[src/rtl/core/hpq_pkg.sv]
// Shared types and constants of the max-heap priority queue.
// No dependencies; used by the interfaces, the core modules and the checker.
package hpq_pkg;

  localparam int KEY_W              = 16;
  localparam int TAG_W              = 16;
  localparam int STATUS_W           = 2;
  localparam int OCC_W              = 7;
  localparam int CAP_W              = 7;
  localparam int HEAP_DEPTH_DEFAULT = 64;

  localparam logic [CAP_W-1:0] CAP_RESET = 7'd64;

  localparam logic [STATUS_W-1:0] STATUS_INSERTED  = 2'd0;
  localparam logic [STATUS_W-1:0] STATUS_EXTRACTED = 2'd1;
  localparam logic [STATUS_W-1:0] STATUS_FULL      = 2'd2;
  localparam logic [STATUS_W-1:0] STATUS_EMPTY     = 2'd3;

  localparam logic OP_INSERT  = 1'b0;
  localparam logic OP_EXTRACT = 1'b1;

  // Datapath step commands issued by the controller
  localparam int STEP_W = 4;
  localparam logic [STEP_W-1:0] STEP_NONE    = 4'd0;
  localparam logic [STEP_W-1:0] STEP_LOAD    = 4'd1;
  localparam logic [STEP_W-1:0] STEP_DECODE  = 4'd2;
  localparam logic [STEP_W-1:0] STEP_UP_CMP  = 4'd3;
  localparam logic [STEP_W-1:0] STEP_UP_FIN  = 4'd4;
  localparam logic [STEP_W-1:0] STEP_DN_TOP  = 4'd5;
  localparam logic [STEP_W-1:0] STEP_DN_LAST = 4'd6;
  localparam logic [STEP_W-1:0] STEP_DN_L    = 4'd7;
  localparam logic [STEP_W-1:0] STEP_DN_R    = 4'd8;
  localparam logic [STEP_W-1:0] STEP_DN_CMP  = 4'd9;
  localparam logic [STEP_W-1:0] STEP_RESULT  = 4'd10;

  typedef struct packed {
    logic [KEY_W-1:0] key;
    logic [TAG_W-1:0] tag;
  } entry_t;

  localparam int ENTRY_W = $bits(entry_t);

  typedef struct packed {
    logic [STEP_W-1:0] step;
  } cmd_t;

  typedef struct packed {
    logic is_ext;    // latched operation is an extract
    logic full;      // insert would be refused
    logic empty;     // no entries held
    logic up_swap;   // new key beats the parent just read
    logic par_zero;  // parent of the current hole is the root
    logic l_out;     // left child lies beyond the heap
    logic r_out;     // right child lies beyond the heap
    logic l_wins;    // left child beats the moving entry
    logic r_wins;    // right child beats the best so far
    logic best_l;    // best so far is the left child
  } dp_status_t;

endpackage

[src/rtl/core/hpq_if.sv]
// Channel interfaces of the heap queue: request, result and configuration.
// Depends on hpq_pkg.
interface hpq_in_if;
  import hpq_pkg::*;
  logic             valid;
  logic             ready;
  logic             operation;
  logic [KEY_W-1:0] priority_key;
  logic [TAG_W-1:0] payload_tag;
  modport source (output valid, operation, priority_key, payload_tag, input ready);
  modport sink   (input valid, operation, priority_key, payload_tag, output ready);
endinterface

interface hpq_out_if;
  import hpq_pkg::*;
  logic                valid;
  logic                ready;
  logic [STATUS_W-1:0] status;
  logic [KEY_W-1:0]    result_key;
  logic [TAG_W-1:0]    result_tag;
  logic [OCC_W-1:0]    occupancy;
  modport source (output valid, status, result_key, result_tag, occupancy, input ready);
  modport sink   (input valid, status, result_key, result_tag, occupancy, output ready);
endinterface

interface hpq_cfg_if;
  import hpq_pkg::*;
  logic             valid;
  logic             ready;
  logic [CAP_W-1:0] capacity_limit;
  modport source (output valid, capacity_limit, input ready);
  modport sink   (input valid, capacity_limit, output ready);
endinterface

[src/rtl/core/hpq_ram.sv]
// Generic single-write, single-read RAM with registered read data.
// No dependencies.
module hpq_ram #(
  parameter int WIDTH = 32,
  parameter int DEPTH = 64,
  localparam int AW = (DEPTH > 1) ? $clog2(DEPTH) : 1
) (
  input  logic             clk,
  input  logic             we,
  input  logic [AW-1:0]    waddr,
  input  logic [WIDTH-1:0] wdata,
  input  logic             re,
  input  logic [AW-1:0]    raddr,
  output logic [WIDTH-1:0] rdata
);

  logic [WIDTH-1:0] mem_r [DEPTH];
  logic [WIDTH-1:0] rdata_r;

  always_ff @(posedge clk) begin
    if (we) begin
      mem_r[waddr] <= wdata;
    end
    if (re) begin
      rdata_r <= mem_r[raddr];
    end
  end

  assign rdata = rdata_r;

endmodule

[src/rtl/core/hpq_ctrl.sv]
// Controller state machine of the heap queue: sequences the sift steps.
// Depends on hpq_pkg; drives hpq_dp through cmd_t and reads dp_status_t.
module hpq_ctrl (
  input  logic               clk,
  input  logic               rst_n,
  input  logic               in_valid,
  output logic               in_ready,
  output logic               out_valid,
  input  logic               out_ready,
  output hpq_pkg::cmd_t      cmd,
  input  hpq_pkg::dp_status_t st
);
  import hpq_pkg::*;

  localparam logic [3:0] S_IDLE    = 4'd0;
  localparam logic [3:0] S_DECODE  = 4'd1;
  localparam logic [3:0] S_UP_CMP  = 4'd2;
  localparam logic [3:0] S_UP_FIN  = 4'd3;
  localparam logic [3:0] S_DN_TOP  = 4'd4;
  localparam logic [3:0] S_DN_LAST = 4'd5;
  localparam logic [3:0] S_DN_L    = 4'd6;
  localparam logic [3:0] S_DN_R    = 4'd7;
  localparam logic [3:0] S_DN_CMP  = 4'd8;
  localparam logic [3:0] S_RESP    = 4'd9;

  logic [3:0] state_r, state_nxt;
  logic       out_valid_r, out_valid_nxt;

  always_comb begin
    state_nxt     = state_r;
    cmd.step      = STEP_NONE;
    in_ready      = (state_r == S_IDLE);
    out_valid_nxt = (out_valid_r && out_ready) ? 1'b0 : out_valid_r;
    unique case (state_r)
      S_IDLE: begin
        if (in_valid) begin
          cmd.step  = STEP_LOAD;
          state_nxt = S_DECODE;
        end
      end
      S_DECODE: begin
        cmd.step = STEP_DECODE;
        priority if (st.is_ext) begin
          state_nxt = st.empty ? S_RESP : S_DN_TOP;
        end else if (st.full) begin
          state_nxt = S_RESP;
        end else if (st.empty) begin
          state_nxt = S_UP_FIN;
        end else begin
          state_nxt = S_UP_CMP;
        end
      end
      S_UP_CMP: begin
        cmd.step = STEP_UP_CMP;
        priority if (!st.up_swap) begin
          state_nxt = S_RESP;
        end else if (st.par_zero) begin
          state_nxt = S_UP_FIN;
        end else begin
          state_nxt = S_UP_CMP;
        end
      end
      S_UP_FIN: begin
        cmd.step  = STEP_UP_FIN;
        state_nxt = S_RESP;
      end
      S_DN_TOP: begin
        cmd.step  = STEP_DN_TOP;
        state_nxt = S_DN_LAST;
      end
      S_DN_LAST: begin
        cmd.step  = STEP_DN_LAST;
        state_nxt = S_DN_L;
      end
      S_DN_L: begin
        cmd.step  = STEP_DN_L;
        state_nxt = st.l_out ? S_RESP : S_DN_R;
      end
      S_DN_R: begin
        cmd.step = STEP_DN_R;
        priority if (!st.r_out) begin
          state_nxt = S_DN_CMP;
        end else if (st.l_wins) begin
          state_nxt = S_DN_L;
        end else begin
          state_nxt = S_RESP;
        end
      end
      S_DN_CMP: begin
        cmd.step  = STEP_DN_CMP;
        state_nxt = (st.r_wins || st.best_l) ? S_DN_L : S_RESP;
      end
      S_RESP: begin
        // hold until the output register is free
        if (!out_valid_r || out_ready) begin
          cmd.step      = STEP_RESULT;
          out_valid_nxt = 1'b1;
          state_nxt     = S_IDLE;
        end
      end
      default: begin
        state_nxt = S_IDLE;
      end
    endcase
  end

  always_ff @(posedge clk) begin
    if (!rst_n) begin
      state_r     <= S_IDLE;
      out_valid_r <= 1'b0;
    end else begin
      state_r     <= state_nxt;
      out_valid_r <= out_valid_nxt;
    end
  end

  assign out_valid = out_valid_r;

endmodule

[src/rtl/core/hpq_dp.sv]
// Datapath of the heap queue: heap RAM, hole position, entry registers, result register.
// Depends on hpq_pkg and hpq_ram; steered by hpq_ctrl through cmd_t.
module hpq_dp #(
  parameter int HEAP_DEPTH = hpq_pkg::HEAP_DEPTH_DEFAULT
) (
  input  logic                         clk,
  input  logic                         rst_n,
  input  hpq_pkg::cmd_t                cmd,
  output hpq_pkg::dp_status_t          st,
  input  logic                         cfg_wr,
  input  logic [hpq_pkg::CAP_W-1:0]    cfg_data,
  input  logic                         in_operation,
  input  logic [hpq_pkg::KEY_W-1:0]    in_key,
  input  logic [hpq_pkg::TAG_W-1:0]    in_tag,
  output logic [hpq_pkg::STATUS_W-1:0] res_status,
  output logic [hpq_pkg::KEY_W-1:0]    res_key,
  output logic [hpq_pkg::TAG_W-1:0]    res_tag,
  output logic [hpq_pkg::OCC_W-1:0]    res_occupancy
);
  import hpq_pkg::*;

  localparam int AW  = $clog2(HEAP_DEPTH);
  localparam int CW  = $clog2(HEAP_DEPTH + 1);
  localparam int CHW = AW + 1;
  localparam int LW  = (CW > CAP_W) ? CW : CAP_W;

  logic [CAP_W-1:0]    cap_r, cap_nxt;
  logic [CW-1:0]       count_r, count_nxt;
  logic                op_r, op_nxt;
  entry_t              new_r, new_nxt;
  entry_t              top_r, top_nxt;
  entry_t              mov_r, mov_nxt;
  entry_t              best_r, best_nxt;
  logic                best_l_r, best_l_nxt;
  logic [AW-1:0]       pos_r, pos_nxt;
  logic [CW-1:0]       n_r, n_nxt;
  logic [STATUS_W-1:0] status_r, status_nxt;
  logic [STATUS_W-1:0] res_status_r, res_status_nxt;
  logic [KEY_W-1:0]    res_key_r, res_key_nxt;
  logic [TAG_W-1:0]    res_tag_r, res_tag_nxt;
  logic [OCC_W-1:0]    res_occ_r, res_occ_nxt;

  logic               mem_we, mem_re;
  logic [AW-1:0]      mem_waddr, mem_raddr;
  entry_t             mem_wdata;
  logic [ENTRY_W-1:0] mem_rdata;
  entry_t             rd_entry;

  logic [AW-1:0]  pos_m1, par_pos, par_m1, par_par;
  logic [CW-1:0]  count_m1;
  logic [AW-1:0]  par_cnt;
  logic [CHW-1:0] child_l, child_r, n_ext;
  logic           full, empty;

  hpq_ram #(
    .WIDTH (ENTRY_W),
    .DEPTH (HEAP_DEPTH)
  ) u_heap_ram (
    .clk   (clk),
    .we    (mem_we),
    .waddr (mem_waddr),
    .wdata (mem_wdata),
    .re    (mem_re),
    .raddr (mem_raddr),
    .rdata (mem_rdata)
  );

  assign rd_entry = entry_t'(mem_rdata);

  // Heap index arithmetic: parent is (i-1)/2, children 2i+1 and 2i+2
  assign pos_m1   = pos_r - AW'(1);
  assign par_pos  = pos_m1 >> 1;
  assign par_m1   = par_pos - AW'(1);
  assign par_par  = par_m1 >> 1;
  assign count_m1 = count_r - CW'(1);
  assign par_cnt  = AW'(count_m1 >> 1);
  assign child_l  = {pos_r, 1'b1};
  assign child_r  = {pos_r, 1'b0} + CHW'(2);
  assign n_ext    = CHW'(n_r);

  assign full  = (LW'(count_r) >= LW'(cap_r)) || (count_r == CW'(HEAP_DEPTH));
  assign empty = (count_r == '0);

  always_comb begin
    st.is_ext   = (op_r == OP_EXTRACT);
    st.full     = full;
    st.empty    = empty;
    st.up_swap  = new_r.key > rd_entry.key;
    st.par_zero = (par_pos == '0);
    st.l_out    = child_l >= n_ext;
    st.r_out    = child_r >= n_ext;
    st.l_wins   = rd_entry.key > mov_r.key;
    st.r_wins   = rd_entry.key > best_r.key;
    st.best_l   = best_l_r;
  end

  always_comb begin
    cap_nxt        = cfg_wr ? cfg_data : cap_r;
    count_nxt      = count_r;
    op_nxt         = op_r;
    new_nxt        = new_r;
    top_nxt        = top_r;
    mov_nxt        = mov_r;
    best_nxt       = best_r;
    best_l_nxt     = best_l_r;
    pos_nxt        = pos_r;
    n_nxt          = n_r;
    status_nxt     = status_r;
    res_status_nxt = res_status_r;
    res_key_nxt    = res_key_r;
    res_tag_nxt    = res_tag_r;
    res_occ_nxt    = res_occ_r;
    mem_we         = 1'b0;
    mem_waddr      = pos_r;
    mem_wdata      = mov_r;
    mem_re         = 1'b0;
    mem_raddr      = '0;
    unique case (cmd.step)
      STEP_NONE: begin
      end
      STEP_LOAD: begin
        op_nxt  = in_operation;
        new_nxt = '{key: in_key, tag: in_tag};
      end
      STEP_DECODE: begin
        if (op_r == OP_INSERT) begin
          if (full) begin
            status_nxt = STATUS_FULL;
          end else begin
            status_nxt = STATUS_INSERTED;
            pos_nxt    = AW'(count_r);
            count_nxt  = count_r + CW'(1);
            mem_re     = 1'b1;
            mem_raddr  = par_cnt;
          end
        end else begin
          if (empty) begin
            status_nxt = STATUS_EMPTY;
          end else begin
            status_nxt = STATUS_EXTRACTED;
            n_nxt      = count_m1;
            count_nxt  = count_m1;
            mem_re     = 1'b1;
            mem_raddr  = '0;
          end
        end
      end
      STEP_UP_CMP: begin
        mem_we = 1'b1;
        if (st.up_swap) begin
          // move the parent down into the hole and climb
          mem_wdata = rd_entry;
          pos_nxt   = par_pos;
          mem_re    = 1'b1;
          mem_raddr = par_par;
        end else begin
          mem_wdata = new_r;
        end
      end
      STEP_UP_FIN: begin
        mem_we    = 1'b1;
        mem_wdata = new_r;
      end
      STEP_DN_TOP: begin
        top_nxt   = rd_entry;
        mem_re    = 1'b1;
        mem_raddr = AW'(n_r);
      end
      STEP_DN_LAST: begin
        mov_nxt = rd_entry;
        pos_nxt = '0;
      end
      STEP_DN_L: begin
        if (st.l_out) begin
          mem_we = 1'b1;
        end else begin
          mem_re    = 1'b1;
          mem_raddr = AW'(child_l);
        end
      end
      STEP_DN_R: begin
        if (st.r_out) begin
          mem_we = 1'b1;
          if (st.l_wins) begin
            mem_wdata = rd_entry;
            pos_nxt   = AW'(child_l);
          end
        end else begin
          best_nxt   = st.l_wins ? rd_entry : mov_r;
          best_l_nxt = st.l_wins;
          mem_re     = 1'b1;
          mem_raddr  = AW'(child_r);
        end
      end
      STEP_DN_CMP: begin
        mem_we = 1'b1;
        priority if (st.r_wins) begin
          mem_wdata = rd_entry;
          pos_nxt   = AW'(child_r);
        end else if (best_l_r) begin
          mem_wdata = best_r;
          pos_nxt   = AW'(child_l);
        end else begin
          mem_wdata = mov_r;
        end
      end
      STEP_RESULT: begin
        res_status_nxt = status_r;
        res_occ_nxt    = OCC_W'(count_r);
        unique case (status_r)
          STATUS_INSERTED: begin
            res_key_nxt = new_r.key;
            res_tag_nxt = new_r.tag;
          end
          STATUS_EXTRACTED: begin
            res_key_nxt = top_r.key;
            res_tag_nxt = top_r.tag;
          end
          default: begin
            res_key_nxt = '0;
            res_tag_nxt = '0;
          end
        endcase
      end
      default: begin
      end
    endcase
  end

  always_ff @(posedge clk) begin
    if (!rst_n) begin
      cap_r   <= CAP_RESET;
      count_r <= '0;
    end else begin
      cap_r   <= cap_nxt;
      count_r <= count_nxt;
    end
  end

  always_ff @(posedge clk) begin
    op_r         <= op_nxt;
    new_r        <= new_nxt;
    top_r        <= top_nxt;
    mov_r        <= mov_nxt;
    best_r       <= best_nxt;
    best_l_r     <= best_l_nxt;
    pos_r        <= pos_nxt;
    n_r          <= n_nxt;
    status_r     <= status_nxt;
    res_status_r <= res_status_nxt;
    res_key_r    <= res_key_nxt;
    res_tag_r    <= res_tag_nxt;
    res_occ_r    <= res_occ_nxt;
  end

  assign res_status    = res_status_r;
  assign res_key       = res_key_r;
  assign res_tag       = res_tag_r;
  assign res_occupancy = res_occ_r;

endmodule

[src/rtl/core/max_heap_priority_queue.sv]
// Channel   Dir  Handshake      Payload
// in_ch     in   valid/ready    operation, priority_key, payload_tag
// out_ch    out  valid/ready    status, result_key, result_tag, occupancy
// cfg_ch    in   valid/ready    capacity_limit (ready always high)
//
// One request at a time; the heap RAM port (one read, one write per cycle) sets the pace.
// Insert: load and decode, then a compare step for each level climbed, then the result.
// Extract: load and decode, read the top and the last entry, then per level a left read,
// a right read and a compare, ending early when a child lies beyond the heap.
// Refusals skip the sift; a result held in out_ch does not block the next request.
// Reset clears the entry count, the limit (to 64) and the handshake state, not the RAM.
//
// Top level of the heap queue; depends on hpq_pkg, hpq_if, hpq_ctrl and hpq_dp.
module max_heap_priority_queue #(
  parameter int HEAP_DEPTH = hpq_pkg::HEAP_DEPTH_DEFAULT
) (
  input logic       clk,
  input logic       rst_n,
  hpq_in_if.sink    in_ch,
  hpq_out_if.source out_ch,
  hpq_cfg_if.sink   cfg_ch
);
  import hpq_pkg::*;

  cmd_t       cmd;
  dp_status_t st;

  assign cfg_ch.ready = 1'b1;

  hpq_ctrl u_ctrl (
    .clk       (clk),
    .rst_n     (rst_n),
    .in_valid  (in_ch.valid),
    .in_ready  (in_ch.ready),
    .out_valid (out_ch.valid),
    .out_ready (out_ch.ready),
    .cmd       (cmd),
    .st        (st)
  );

  hpq_dp #(
    .HEAP_DEPTH (HEAP_DEPTH)
  ) u_dp (
    .clk           (clk),
    .rst_n         (rst_n),
    .cmd           (cmd),
    .st            (st),
    .cfg_wr        (cfg_ch.valid),
    .cfg_data      (cfg_ch.capacity_limit),
    .in_operation  (in_ch.operation),
    .in_key        (in_ch.priority_key),
    .in_tag        (in_ch.payload_tag),
    .res_status    (out_ch.status),
    .res_key       (out_ch.result_key),
    .res_tag       (out_ch.result_tag),
    .res_occupancy (out_ch.occupancy)
  );

endmodule

[src/flat_wrapper.sv]
// flat-port wrapper written by rule: the top's interface ports become plain ports
module max_heap_priority_queue_flat import hpq_pkg::*;
#(
  parameter int HEAP_DEPTH = hpq_pkg::HEAP_DEPTH_DEFAULT
)
  (clk, rst_n, in_ch_valid, in_ch_operation, in_ch_priority_key, in_ch_payload_tag, in_ch_ready, out_ch_valid, out_ch_status, out_ch_result_key, out_ch_result_tag, out_ch_occupancy, out_ch_ready, cfg_ch_valid, cfg_ch_capacity_limit, cfg_ch_ready);
  hpq_in_if in_ch_i ();
  hpq_out_if out_ch_i ();
  hpq_cfg_if cfg_ch_i ();
  input logic clk;
  input logic rst_n;
  input wire logic [$bits(in_ch_i.valid)-1:0] in_ch_valid;
  input wire logic [$bits(in_ch_i.operation)-1:0] in_ch_operation;
  input wire logic [$bits(in_ch_i.priority_key)-1:0] in_ch_priority_key;
  input wire logic [$bits(in_ch_i.payload_tag)-1:0] in_ch_payload_tag;
  output wire logic [$bits(in_ch_i.ready)-1:0] in_ch_ready;
  output wire logic [$bits(out_ch_i.valid)-1:0] out_ch_valid;
  output wire logic [$bits(out_ch_i.status)-1:0] out_ch_status;
  output wire logic [$bits(out_ch_i.result_key)-1:0] out_ch_result_key;
  output wire logic [$bits(out_ch_i.result_tag)-1:0] out_ch_result_tag;
  output wire logic [$bits(out_ch_i.occupancy)-1:0] out_ch_occupancy;
  input wire logic [$bits(out_ch_i.ready)-1:0] out_ch_ready;
  input wire logic [$bits(cfg_ch_i.valid)-1:0] cfg_ch_valid;
  input wire logic [$bits(cfg_ch_i.capacity_limit)-1:0] cfg_ch_capacity_limit;
  output wire logic [$bits(cfg_ch_i.ready)-1:0] cfg_ch_ready;
  assign in_ch_i.valid = in_ch_valid;
  assign in_ch_i.operation = in_ch_operation;
  assign in_ch_i.priority_key = in_ch_priority_key;
  assign in_ch_i.payload_tag = in_ch_payload_tag;
  assign in_ch_ready = in_ch_i.ready;
  assign out_ch_valid = out_ch_i.valid;
  assign out_ch_status = out_ch_i.status;
  assign out_ch_result_key = out_ch_i.result_key;
  assign out_ch_result_tag = out_ch_i.result_tag;
  assign out_ch_occupancy = out_ch_i.occupancy;
  assign out_ch_i.ready = out_ch_ready;
  assign cfg_ch_i.valid = cfg_ch_valid;
  assign cfg_ch_i.capacity_limit = cfg_ch_capacity_limit;
  assign cfg_ch_ready = cfg_ch_i.ready;
  max_heap_priority_queue #(.HEAP_DEPTH(HEAP_DEPTH)) u_core (.clk(clk), .rst_n(rst_n), .in_ch(in_ch_i), .out_ch(out_ch_i), .cfg_ch(cfg_ch_i));
endmodule
[config.mk]
export PLATFORM = sky130hd
export DESIGN_NAME = max_heap_priority_queue_flat
export DESIGN_NICKNAME = d
export VERILOG_FILES = /design/src/rtl/core/hpq_pkg.sv /design/src/rtl/core/hpq_if.sv /design/src/rtl/core/hpq_ram.sv /design/src/rtl/core/hpq_ctrl.sv /design/src/rtl/core/hpq_dp.sv /design/src/rtl/core/max_heap_priority_queue.sv /design/src/flat_wrapper.sv
export SDC_FILE = /design/constraint.sdc
export NUM_CORES = 2
export LEC_CHECK = 0
export ABC_CLOCK_PERIOD_IN_PS = 10530
export CAP_MARGIN = 20
export CELL_PAD_IN_SITES_DETAIL_PLACEMENT = 0
export CELL_PAD_IN_SITES_GLOBAL_PLACEMENT = 1
export CORE_ASPECT_RATIO = 0.5
export CORE_MARGIN = 1.5
export CORE_UTILIZATION = 30
export DETAILED_ROUTE_END_ITERATION = 10
export DONT_BUFFER_PORTS = 1
export GPL_TIMING_DRIVEN = 0
export PLACE_DENSITY_LB_ADDON = 0.15
export SLEW_MARGIN = 10
export SYNTH_ARGS = -nofsm -noshare
export SYNTH_HDL_FRONTEND = slang
export SYNTH_SLANG_ARGS = --single-unit
[constraint.sdc]
create_clock -name clk -period 10.53 [get_ports clk]
set_input_delay 2.106 -clock clk [delete_from_list [all_inputs] [get_ports clk]]
set_output_delay 2.106 -clock clk [all_outputs]
set_load 0.005 [all_outputs]
==> results.toml <==
[grt]
globalRoute.totalOverflow = 0
grtUsageTotal = 0.246
grt_pass1_vias = 57100
grt_max_degree = 65
antenna_found_initial = 61
grt_pass1_wl_um = 522000

[clock_network]
cts_root_buffer = "clkbuf_16"
clk_pin_slew_ns = 0.08
postCtsSetupRepairBufs = 0
hold_buffers = 0
postCtsResizedCells = 0
cts-buffers-inserted = 228
cts_tree = "built"
clk_latency_ns = 0.91
clockBufferDepth = 4
cts.sinks = 2285
htreeDepth = 4

[synth]
synth_area_um2 = 92100
yosys.area.top_type_share = 0.739
ys_async_sr_fraction = 0
ys_seq_area_frac = 0.743
yosys.area.top_type = "edfxtp_1"
synthCells = 6753
yosys_most_used_dff = "edfxtp_1"
ys_warn_count = 0
synth_nets = 6871
synth-edff-count = 2266
ys_seq_elements = 2285
ys_types = 85
syn_avg_cell_area_um2 = 13.6
synth_area_leaders = "edfxtp_1, nand2_1, nand3_1"
synthTopCellsByCount = "edfxtp_1, nand2_1, nand3_1"
yosysMostFrequentCell = "edfxtp_1"

[sta]
setup_violations = 0
finClkSkew_ns = 0.0567
finalHoldViolCount = 0
worstMarginPinSlew_ns = 1.35
maxSlewHeadroom = 0.0921
finalCritPeriodShare = 0.748
fmax_ghz = 0.127
drv_slew = 0
fin_tns_setup_ns = 0
period_needed_ns = 7.88
rsz0062_at_grt = "no"

[setup_path]
r2r_start = "u_core.u_dp.mem_waddr[3]"
path_cells = "clkbuf_1, clkbuf_1, nand3_1, xnor2_1, ha_1, nand4_1, a21o_1, a32o_1, a31oi_1, a22oi_1, o221ai_2, clkbuf_1, buf_1, o22ai_1, o21ai_0, o311ai_1"
cp-end-kind = "register"
arrival_ns = 8.30
start_kind = "register"
regToRegEndpoint = "u_core.u_dp.u_heap_ram.rdata[29]"
reg2reg_depth = 16
required_ns = 10.95
critPathSlowestCell = "o21ai_0"
cp_max_fo = 10
r2r_slack_ns = 2.65
criticalPathCategory = "reg2reg"
cpMostUsedCell = "clkbuf_1"
slowest_delay_ns = 1.07

[die]
fp.dieH_um = 395
ioPinCount = 89
rows = 143
die_w_um = 787
dieArea_um2 = 311000
coreArea_um2 = 305000
start_util = 0.302

[run]
max_cap_violations = 0

[worst_hold_path]
holdPathEnd = "u_core.u_dp.res_occupancy[2]"
hp-start = "u_core.u_dp.count_r[2]"
hold_class = "reg2reg"
hold_depth = 0

[placed_design]
routabilityCongestion = 0.898
hpwl_um = 285000
port_buffers = 0

[route]
vias = 62500
ant_nets = 0
dr.pass1.iters = 6
drt_wl_total_um = 395000
vias_per_cell = 5.47
route.detailed.drc = 0
wire_per_inst_um = 34.6
drtIter0Drc = 9390

[final_layout]
drive_gt1_frac = 0.121
n_fill_cell = 29500
final_nets = 7290
synthToLayoutAreaGrowth_pct = 18.0

[outcome]
status = "finished clean"
==> through the flow <==
step	worst slack, ns	std cells	area, µm²	utilization	hold WS (ns)
floorplan	5.38	6753	92100	-	0.424
global placement	0.460	10800	97200	0.319	0.451
detailed placement	2.97	11000	102000	0.334	0.466
CTS	2.94	11400	108000	0.356	0.479
global route	2.60	11400	109000	0.357	0.498
finish	2.65	11400	109000	0.357	0.472
==> registers in the layout, summed over array words and instances, names as in the netlist, 16 cells and up <==
name                          cells
u_core.u_dp.u_heap_ram.rdata     32
u_core.u_dp.res_tag              16
u_core.u_dp.new_r                32
u_core.u_dp.mov_r                32
u_core.u_dp.top_r                32
u_core.u_dp.best_r               32
u_core.u_dp.u_heap_ram.mem_r   2048
u_core.u_dp.res_key              16
==> layer usage <==
layer | routed length, µm | up-vias | GRT usage | share of wire
li1 | - | 26300 | - | -
met1 | 181000 | 32700 | 0.371 | 0.46
met2 | 160000 | 3120 | 0.342 | 0.40
met3 | 44100 | 409 | 0.0738 | 0.11
met4 | 10100 | 14 | 0.0594 | 0.026
met5 | 75 | - | 0 | 0.00019
==> layout make-up <==
| type | instances | area (µm²) | share of cell area |
|---|---|---|---|
| buffer | 437 | 1980 | 0.0182 |
| multi-input combinational | 3956 | 22600 | 0.208 |
| clock buffer | 285 | 6010 | 0.0553 |
| clock inverter | 119 | 861 | 0.00792 |
| inverter | 75 | 282 | 0.00259 |
| antenna | 15 | 37.5 | 0.000345 |
| sequential | 2285 | 68400 | 0.630 |
| timing repair buffer | 189 | 3370 | 0.0310 |
| tap | 4060 | 5080 | 0.0467 |
==> cell families after synthesis <==
family / after synthesis / synth area share
buffers and inverters: 512 / 0.0243
other: 1 / 0.0000407
DFF: 2285 / 0.743
AOI/OAI and AO/OA: 1081 / 0.0776
and+or+nand+nor: 2577 / 0.121
xor gates and xnor gates: 21 / 0.00200
muxes: 203 / 0.0226
adders and majority gates: 73 / 0.00992
==> worst max-delay path by stage <==
stage / startpoint / endpoint / slack [ns] / depth (start not counted)
after floorplan: u_core.u_dp.mem_waddr[3] / u_core.u_dp.u_heap_ram.rdata[11] / 5.38 / 17
after global placement: u_core.u_dp.mem_waddr[0] / u_core.u_dp.u_heap_ram.rdata[19] / 0.46 / 14
after CTS: u_core.u_dp.mem_waddr[3] / u_core.u_dp.u_heap_ram.rdata[10] / 2.94 / 16
after global routing: u_core.u_dp.mem_waddr[3] / u_core.u_dp.u_heap_ram.rdata[18] / 2.60 / 16
after detailed placement: u_core.u_dp.mem_waddr[3] / u_core.u_dp.u_heap_ram.rdata[10] / 2.97 / 16
final: u_core.u_dp.mem_waddr[3] / u_core.u_dp.u_heap_ram.rdata[29] / 2.65 / 16
==> cells in the final DEF, fill, tap and decap left out, types with 28 or more instances in the layout <==
cell	synthesis	routed
nor3_1	70	69
a221oi_1	35	35
clkinv_2	0	40
a22o_1	56	56
o21ai_0	75	73
buf_16	0	44
nor2_1	139	75
o22ai_1	29	29
a22oi_1	55	55
a221o_4	0	32
mux2_2	37	37
mux2i_1	166	166
a21oi_1	501	499
buf_4	17	53
nor4_2	0	31
a32oi_1	40	40
nor2_4	0	64
inv_1	73	73
edfxtp_1	2266	2266
a31oi_1	52	52
clkbuf_1	208	251
a311oi_1	45	45
nand2_1	1589	1588
buf_6	8	28
buf_1	47	43
nand3_1	535	535
buf_2	157	162
clkinv_1	2	53
nor4_1	59	28
buf_12	0	68
ha_1	73	73
clkbuf_16	0	231
nand4_1	30	30
and3_1	72	72
==> worst max-delay path: cells and delay by family (launching register included) <==
family                   cells  cell delay (ns)
buffers and inverters        4             2.16
adder cells (fa/ha/maj)      1             0.35
AO/OA/AOI/OAI                8             3.93
AND/OR/NAND/NOR              2             0.30
flip-flops                   1             0.50
XOR/XNOR                     1             0.17
Power is left out: the tool's default activity adds up to more than one toggle a clock period on the data nets, which glitch-free logic cannot reach.
